### src/tlms_pkg.sv
package tlms_pkg;

    localparam int TIMER_WIDTH = 16;
    localparam int REG_WIDTH   = 16;
    localparam int CFG_ADDR_W  = 3;

    localparam logic [63:0] TIMER_MAX = (64'd1 << TIMER_WIDTH) - 64'd1;

    localparam logic [CFG_ADDR_W-1:0] REG_RED     = 3'd0;
    localparam logic [CFG_ADDR_W-1:0] REG_YELLOW  = 3'd1;
    localparam logic [CFG_ADDR_W-1:0] REG_GREEN   = 3'd2;
    localparam logic [CFG_ADDR_W-1:0] REG_ALARM   = 3'd3;
    localparam logic [CFG_ADDR_W-1:0] REG_OFFLINE = 3'd4;

    localparam logic [REG_WIDTH-1:0] RED_RESET     = 16'd3000;
    localparam logic [REG_WIDTH-1:0] YELLOW_RESET  = 16'd500;
    localparam logic [REG_WIDTH-1:0] GREEN_RESET   = 16'd1000;
    localparam logic [REG_WIDTH-1:0] ALARM_RESET   = 16'd1000;
    localparam logic [REG_WIDTH-1:0] OFFLINE_RESET = 16'd500;

    localparam logic [2:0] LAMP_OFF = 3'b000;
    localparam logic [2:0] LAMP_R   = 3'b001;
    localparam logic [2:0] LAMP_Y   = 3'b010;
    localparam logic [2:0] LAMP_G   = 3'b100;

    typedef enum logic [1:0] {
        MODE_NORMAL  = 2'd0,
        MODE_OFFLINE = 2'd1,
        MODE_ALARM   = 2'd2
    } t_mode;

    typedef enum logic [1:0] {
        PH_RED    = 2'd0,
        PH_YELLOW = 2'd1,
        PH_GREEN  = 2'd2
    } t_phase;

    typedef struct packed {
        logic [REG_WIDTH-1:0] red;
        logic [REG_WIDTH-1:0] yellow;
        logic [REG_WIDTH-1:0] green;
        logic [REG_WIDTH-1:0] alarm;
        logic [REG_WIDTH-1:0] offline;
    } t_durations;

    typedef struct packed {
        t_mode      mode;
        logic       changed;
        logic [2:0] lamps;
    } t_result;

    function automatic logic [TIMER_WIDTH-1:0] clip_duration(input logic [REG_WIDTH-1:0] d);
        logic [63:0] wide;
        wide = 64'(d);
        if (wide > TIMER_MAX) begin
            return TIMER_WIDTH'(TIMER_MAX);
        end
        return TIMER_WIDTH'(wide);
    endfunction

endpackage

### src/tlms_cfg_regs.sv
module tlms_cfg_regs
    import tlms_pkg::*;
(
    input  logic                  i_clk,
    input  logic                  i_rst_n,
    input  logic                  i_cfg_we,
    input  logic [CFG_ADDR_W-1:0] i_cfg_addr,
    input  logic [REG_WIDTH-1:0]  i_cfg_wdata,
    output t_durations            o_durations
);

    t_durations r_dur;

    always_ff @(posedge i_clk) begin
        if (!i_rst_n) begin
            r_dur.red     <= RED_RESET;
            r_dur.yellow  <= YELLOW_RESET;
            r_dur.green   <= GREEN_RESET;
            r_dur.alarm   <= ALARM_RESET;
            r_dur.offline <= OFFLINE_RESET;
        end else if (i_cfg_we) begin
            case (i_cfg_addr)
                REG_RED:     r_dur.red     <= i_cfg_wdata;
                REG_YELLOW:  r_dur.yellow  <= i_cfg_wdata;
                REG_GREEN:   r_dur.green   <= i_cfg_wdata;
                REG_ALARM:   r_dur.alarm   <= i_cfg_wdata;
                REG_OFFLINE: r_dur.offline <= i_cfg_wdata;
                default: ;
            endcase
        end
    end

    assign o_durations = r_dur;

endmodule

### src/tlms_seq.sv
module tlms_seq
    import tlms_pkg::*;
(
    input  logic       i_clk,
    input  logic       i_rst_n,
    input  logic       i_en,
    input  logic [2:0] i_switch_n,
    input  t_durations i_durations,
    output t_result    o_result
);

    t_mode                  r_mode, n_mode;
    t_phase                 r_phase, n_phase;
    logic [2:0]             r_lamps, n_lamps;
    logic [TIMER_WIDTH-1:0] r_remaining, n_remaining;
    logic                   r_first;

    t_mode                  sel_mode;
    logic                   changed;
    t_phase                 entry_phase;
    logic [TIMER_WIDTH-1:0] entry_rem;
    logic [REG_WIDTH-1:0]   entry_dur;
    logic                   expired;

    // next state
    always_comb begin
        sel_mode = r_mode;
        if (!i_switch_n[0]) begin
            sel_mode = MODE_NORMAL;
        end else if (!i_switch_n[1]) begin
            sel_mode = MODE_OFFLINE;
        end else if (!i_switch_n[2]) begin
            sel_mode = MODE_ALARM;
        end

        changed = r_first || (sel_mode != r_mode);

        case (sel_mode)
            MODE_OFFLINE: entry_dur = i_durations.offline;
            MODE_ALARM:   entry_dur = i_durations.alarm;
            default:      entry_dur = i_durations.red;
        endcase

        entry_phase = changed ? PH_RED : r_phase;
        entry_rem   = changed ? clip_duration(entry_dur) : r_remaining;
        expired     = (entry_rem <= TIMER_WIDTH'(1));

        n_mode      = sel_mode;
        n_phase     = entry_phase;
        n_lamps     = r_lamps;
        n_remaining = entry_rem - TIMER_WIDTH'(1);

        if (expired) begin
            case (sel_mode)
                MODE_OFFLINE, MODE_ALARM: begin
                    if (entry_phase == PH_YELLOW) begin
                        n_lamps = LAMP_OFF;
                        n_phase = PH_RED;
                    end else begin
                        n_lamps = (sel_mode == MODE_ALARM) ? (LAMP_R | LAMP_Y) : LAMP_Y;
                        n_phase = PH_YELLOW;
                    end
                    n_remaining = (sel_mode == MODE_ALARM) ?
                                  clip_duration(i_durations.alarm) :
                                  clip_duration(i_durations.offline);
                end
                default: begin
                    case (entry_phase)
                        PH_YELLOW: begin
                            n_lamps     = LAMP_G;
                            n_phase     = PH_GREEN;
                            n_remaining = clip_duration(i_durations.green);
                        end
                        PH_GREEN: begin
                            n_lamps     = LAMP_R;
                            n_phase     = PH_RED;
                            n_remaining = clip_duration(i_durations.red);
                        end
                        default: begin
                            n_lamps     = LAMP_Y;
                            n_phase     = PH_YELLOW;
                            n_remaining = clip_duration(i_durations.yellow);
                        end
                    endcase
                end
            endcase
        end
    end

    // result of this transaction
    always_comb begin
        o_result.mode    = n_mode;
        o_result.changed = changed;
        o_result.lamps   = n_lamps;
    end

    always_ff @(posedge i_clk) begin
        if (!i_rst_n) begin
            r_mode      <= MODE_NORMAL;
            r_phase     <= PH_RED;
            r_lamps     <= LAMP_OFF;
            r_remaining <= '0;
            r_first     <= 1'b1;
        end else if (i_en) begin
            r_mode      <= n_mode;
            r_phase     <= n_phase;
            r_lamps     <= n_lamps;
            r_remaining <= n_remaining;
            r_first     <= 1'b0;
        end
    end

endmodule

### src/traffic_light_mode_sequencer.sv
// Registered path: input register, then result register. One transaction per cycle while
// i_m_axis_tready is high; the mode/phase/countdown update is a single compare, decrement
// and select between the input and result registers.
// Reset (i_rst_n low, synchronous): durations return to defaults, normal mode, red phase,
// all lamps off, countdown zero; the first transaction is taken as entry into its mode.
module traffic_light_mode_sequencer
    import tlms_pkg::*;
(
    input  logic                  i_clk,
    input  logic                  i_rst_n,
    input  logic                  i_s_axis_tvalid,
    output logic                  o_s_axis_tready,
    // [0] normal_switch_n, [1] offline_switch_n, [2] alarm_switch_n, [7:3] zero
    input  logic [7:0]            i_s_axis_tdata,
    output logic                  o_m_axis_tvalid,
    input  logic                  i_m_axis_tready,
    // [0] red_lamp, [1] yellow_lamp, [2] green_lamp, [3] mode_changed,
    // [5:4] active_mode, [7:6] zero
    output logic [7:0]            o_m_axis_tdata,
    input  logic                  i_cfg_we,
    input  logic [CFG_ADDR_W-1:0] i_cfg_addr,
    input  logic [REG_WIDTH-1:0]  i_cfg_wdata
);

    t_durations durations;
    t_result    result;

    logic       r_in_valid;
    logic [2:0] r_in_sw;
    logic       r_out_valid;
    t_result    r_out;

    logic       out_load;
    logic       in_load;

    // advance the input stage whenever the result register is free or being drained
    assign out_load        = r_in_valid && (!r_out_valid || i_m_axis_tready);
    assign o_s_axis_tready = !r_in_valid || out_load;
    assign in_load         = i_s_axis_tvalid && o_s_axis_tready;

    tlms_cfg_regs u_cfg (
        .i_clk       (i_clk),
        .i_rst_n     (i_rst_n),
        .i_cfg_we    (i_cfg_we),
        .i_cfg_addr  (i_cfg_addr),
        .i_cfg_wdata (i_cfg_wdata),
        .o_durations (durations)
    );

    tlms_seq u_seq (
        .i_clk       (i_clk),
        .i_rst_n     (i_rst_n),
        .i_en        (out_load),
        .i_switch_n  (r_in_sw),
        .i_durations (durations),
        .o_result    (result)
    );

    always_ff @(posedge i_clk) begin
        if (!i_rst_n) begin
            r_in_valid  <= 1'b0;
            r_out_valid <= 1'b0;
        end else begin
            if (in_load) begin
                r_in_valid <= 1'b1;
            end else if (out_load) begin
                r_in_valid <= 1'b0;
            end
            if (out_load) begin
                r_out_valid <= 1'b1;
            end else if (i_m_axis_tready) begin
                r_out_valid <= 1'b0;
            end
        end
    end

    always_ff @(posedge i_clk) begin
        if (in_load) begin
            r_in_sw <= i_s_axis_tdata[2:0];
        end
        if (out_load) begin
            r_out <= result;
        end
    end

    assign o_m_axis_tvalid = r_out_valid;
    assign o_m_axis_tdata  = {2'b00, r_out.mode, r_out.changed, r_out.lamps};

endmodule

### config.mk
export PLATFORM = sky130hd
export DESIGN_NAME = traffic_light_mode_sequencer
export DESIGN_NICKNAME = d
export VERILOG_FILES = /design/src/tlms_pkg.sv /design/src/tlms_cfg_regs.sv /design/src/tlms_seq.sv /design/src/traffic_light_mode_sequencer.sv
export SDC_FILE = /design/constraint.sdc
export NUM_CORES = 1
export LEC_CHECK = 0
export ABC_AREA = 1
export ABC_CLOCK_PERIOD_IN_PS = 4400
export BUFFER_PORTS_ARGS = -buffer_cell sky130_fd_sc_hd__buf_2
export CAP_MARGIN = 20
export CELL_PAD_IN_SITES_DETAIL_PLACEMENT = 1
export CELL_PAD_IN_SITES_GLOBAL_PLACEMENT = 2
export CORE_MARGIN = 3
export CORE_UTILIZATION = 36
export CTS_CLUSTER_DIAMETER = 80
export DETAILED_ROUTE_END_ITERATION = 10
export GPL_TIMING_DRIVEN = 0
export PLACE_DENSITY_LB_ADDON = 0.1
export SYNTH_ARGS = -nofsm -noshare
export SYNTH_HDL_FRONTEND = slang
export SYNTH_SLANG_ARGS = --single-unit
### constraint.sdc
create_clock -name i_clk -period 4.4 [get_ports i_clk]
set_input_delay 0.44 -clock i_clk [delete_from_list [all_inputs] [get_ports i_clk]]
set_output_delay 0.44 -clock i_clk [all_outputs]
set_load 0.01 [all_outputs]
==> metrics.cfg <==
[worst_setup_path]
required_ps = 4770
regToRegEndpoint = u_seq.r_lamps[1]$_SDFFE_PN0P_
path_buf_inv = 7
cp_slowest_cell = clkinv_1
crit_top_cell = nand2_1
cp_max_fo = 10
cp_data_arrival_time_ps = 4330
rrSetupSlack_ps = 440
worst_r2r_startpoint = r_in_sw[0]$_DFFE_PP_
crit_type = reg2reg
r2r_cells = 18
cpLargestDelayFamily = buffers and inverters
path_cells = nand2_1 > nand2_1 > nand2_1 > nor2_2 > nand3_4 > buf_4 > buf_4 > nor2_1 > inv_1 > ha_1 > clkbuf_1 > clkinv_1 > clkbuf_1 > o21ai_0 > nand2_1 > nand2_1 > o21ai_0 > inv_1
endpoint_kind = flip-flop
cp_slowest_stage_delay_ps = 400
cp-start-kind = flip-flop

[floorplanning]
core_um2 = 16200
die_y_um = 136
die-area_um2 = 18500
start_util = 0.376
die_w_um = 136
io_pins = 42
rows = 46

[sta]
maxSlewViolCount = 0
timing_hold_violations_final = 0
fin_crit_sh = 0.900
worst_pin_slew_ps = 886
fin_skew_ps = 9.07
fin_tns_setup_ps = 0
post-route-min-period_ps = 3960
slew_headroom = 0.409
rsz0062_at_grt = no
finalSetupViolations = 0
fmaxAchievable_mhz = 253
setup_slack_ps = 440

[clock_network]
h-tree-depth = 4
cts_buffers = 17
clock_path_buffers = 2
cts_sinks = 115
insertion_delay_ps = 430
cts_resized = 0
cts-root-buf = clkbuf_16
ctsHoldBuffers = 0
cts_tree = yes
clk_pin_slew_ps = 60

[synthesis]
synth-seq-cells = 115
syn_area_per_cell_um2 = 6.57
ys_types = 36
ys_top_cells_by_area = dfxtp_1, nand2_1, o21ai_0
syn_inst = 929
yosys.area.top_type = dfxtp_1
syn_area_um2 = 6100
yosysWarnings = 0
yosysSeqAreaShare = 0.392
yosysTopAreaCellShare = 0.348

[detailed_routing]
drt-total-wl_um = 22700
drc_errors = 0
drt-initial-drc-count = 425
dr_total_vias = 6339
wl_per_cell_um = 18.7
drt-pass1-iter-count = 4
viasPerCell = 5.23
drtAntennaViolNets = 0

[placed_design]
numPortBuffers = 33
dp.cells = 1180
place_ws_ps = 337
dp_hpwl_um = 17300
place_congestion = 0.868

[grt]
grt_pass1_wl_um = 36400
grt-ovfl-total = 0
grt_max_degree = 17
grtUsageTotal = 0.260
grt_pass1_vias = 6604
grt_antenna_before_repair = 0

[layout]
syn_to_final_growth_pct = 16.8
drive_above_1_share = 0.0854
antenna_cells = 0
fill_cells = 2171
finalNonFillerCells = 1211
final_cell_mix = nand2_1, nor2_1, dfxtp_1, o21ai_0, inv_1
mostFrequentLayoutCell = nand2_1
nNetsFinal = 1021

[hold_path]
min_path_cells = 1
holdCritPathClass = in2reg
hold_end = r_in_sw[2]$_DFFE_PP_
hold_path.startpoint = i_s_axis_tdata[2]

[power]
power_density_nw_per_um2 = 414
ir_drop_v = 0.000278
leakagePower_nw = 3.26

[job]
max_cap_violations = 0

[run_status]
status = completed

-- logic make-up (layout without fill, tap and decap cells) --
group,Yosys count,count (layout),share of synthesized area
AO/OA/AOI/OAI,201,201,0.183
AND/OR/NAND/NOR,450,450,0.302
flip-flops,115,115,0.392
buffers and inverters,150,215,0.100
XOR/XNOR,2,2,0.00287
multiplexers,3,3,0.00492
other,1,2,0.000615
adder cells (fa/ha/maj),7,7,0.0144
-- how the worst max path moves through the flow --
stage | start | to | cells past startpoint
global placement | r_in_sw[0]$_DFFE_PP_ | u_seq.r_remaining[7]$_SDFFE_PN0P_ | 24
CTS | r_in_sw[0]$_DFFE_PP_ | u_seq.r_remaining[7]$_SDFFE_PN0P_ | 24
finish | r_in_sw[0]$_DFFE_PP_ | u_seq.r_lamps[1]$_SDFFE_PN0P_ | 18
detailed placement | r_in_sw[0]$_DFFE_PP_ | u_seq.r_remaining[7]$_SDFFE_PN0P_ | 24
floorplan | u_seq.r_mode[0]$_SDFFE_PN0P_ | o_m_axis_tdata[2]$_DFFE_PP_ | 20
global route | r_in_sw[0]$_DFFE_PP_ | u_seq.r_lamps[1]$_SDFFE_PN0P_ | 21
-- worst reg2reg max path, cell delays in order, from the launching register on --
cell,delay [ps]
edfxtp_1,370
nand2_1,100
nand2_1,60
nand2_1,50
nor2_2,180
nand3_4,200
buf_4,250
buf_4,200
nor2_1,320
inv_1,90
ha_1,280
clkbuf_1,370
clkinv_1,400
clkbuf_1,380
o21ai_0,270
nand2_1,140
nand2_1,110
o21ai_0,80
inv_1,70
-- state kept, by name, summed over array words and instances, names as in the netlist --
| signal | count |
|---|---|
| r_in_valid | 1 |
| o_m_axis_tdata | 6 |
| r_in_sw | 3 |
| o_m_axis_tvalid | 1 |
| u_cfg.o_durations | 80 |
| u_seq.r_first | 1 |
| u_seq.r_mode | 2 |
| u_seq.r_remaining | 16 |
| u_seq.r_lamps | 3 |
| u_seq.r_phase | 2 |
-- synthesized netlist by cell type (all sizes together) --
| library cell | n |
|---|---|
| xor2 | 2 |
| a32oi | 6 |
| mux2i | 3 |
| clkinv | 6 |
| or2 | 1 |
| o22ai | 1 |
| o21ai | 115 |
| dfxtp | 106 |
| o211ai | 13 |
| buf | 14 |
| clkbuf | 39 |
| nor2 | 121 |
| a22o | 2 |
| edfxtp | 9 |
| nand2 | 258 |
| nor4 | 1 |
| nor3 | 2 |
| nand3 | 49 |
| nand4 | 15 |
| and2b | 1 |
| a21oi | 57 |
| conb | 1 |
| ha | 7 |
| a32o | 7 |
| nand3b | 2 |
| inv | 91 |
-- power breakdown --
group | switching [mW] | internal [mW] | total, mW
registers | 0.0255 | 1.10 | 1.13
clock network | 0.510 | 0.878 | 1.39
logic | 0.303 | 0.126 | 0.429
-- area by class of cell --
class | instances | area [µm²] | share of cell area
inverter | 97 | 364 | 0.0511
buffer | 52 | 245 | 0.0344
clock inverter | 9 | 103 | 0.0144
sequential | 115 | 2390 | 0.336
tap | 216 | 270 | 0.0379
timing repair buffer | 34 | 170 | 0.0239
multi-input combinational | 665 | 3100 | 0.435
clock buffer | 23 | 479 | 0.0673
-- repair_timing --
item	in CTS	in global routing
setup endpoints to repair	0	19
endpoints found under the hold margin	0	0
buffers inserted	0	0
-- stage by stage --
step	instance area [µm²]	util	hold WS [ps]	total power, mW
3_5_place_dp	6550	0.403	442	1.58
2_1_floorplan	6110	-	429	1.42
4_1_cts	7130	0.439	165	2.97
5_1_grt	7120	0.439	176	3.08
6_report	7120	0.439	180	2.95
3_3_place_gp	6540	0.403	442	1.57
-- routing by layer --
| metal | track usage | wire (µm) | vias up |
|---|---|---|---|
| met5 | 0 | 0 | - |
| met4 | 0.0862 | 464 | 0 |
| met3 | 0.0396 | 654 | 30 |
| met2 | 0.411 | 10300 | 118 |
| met1 | 0.364 | 11200 | 3074 |
| li1 | - | - | 3117 |
Note: power is estimated with default switching activity, not from simulation.
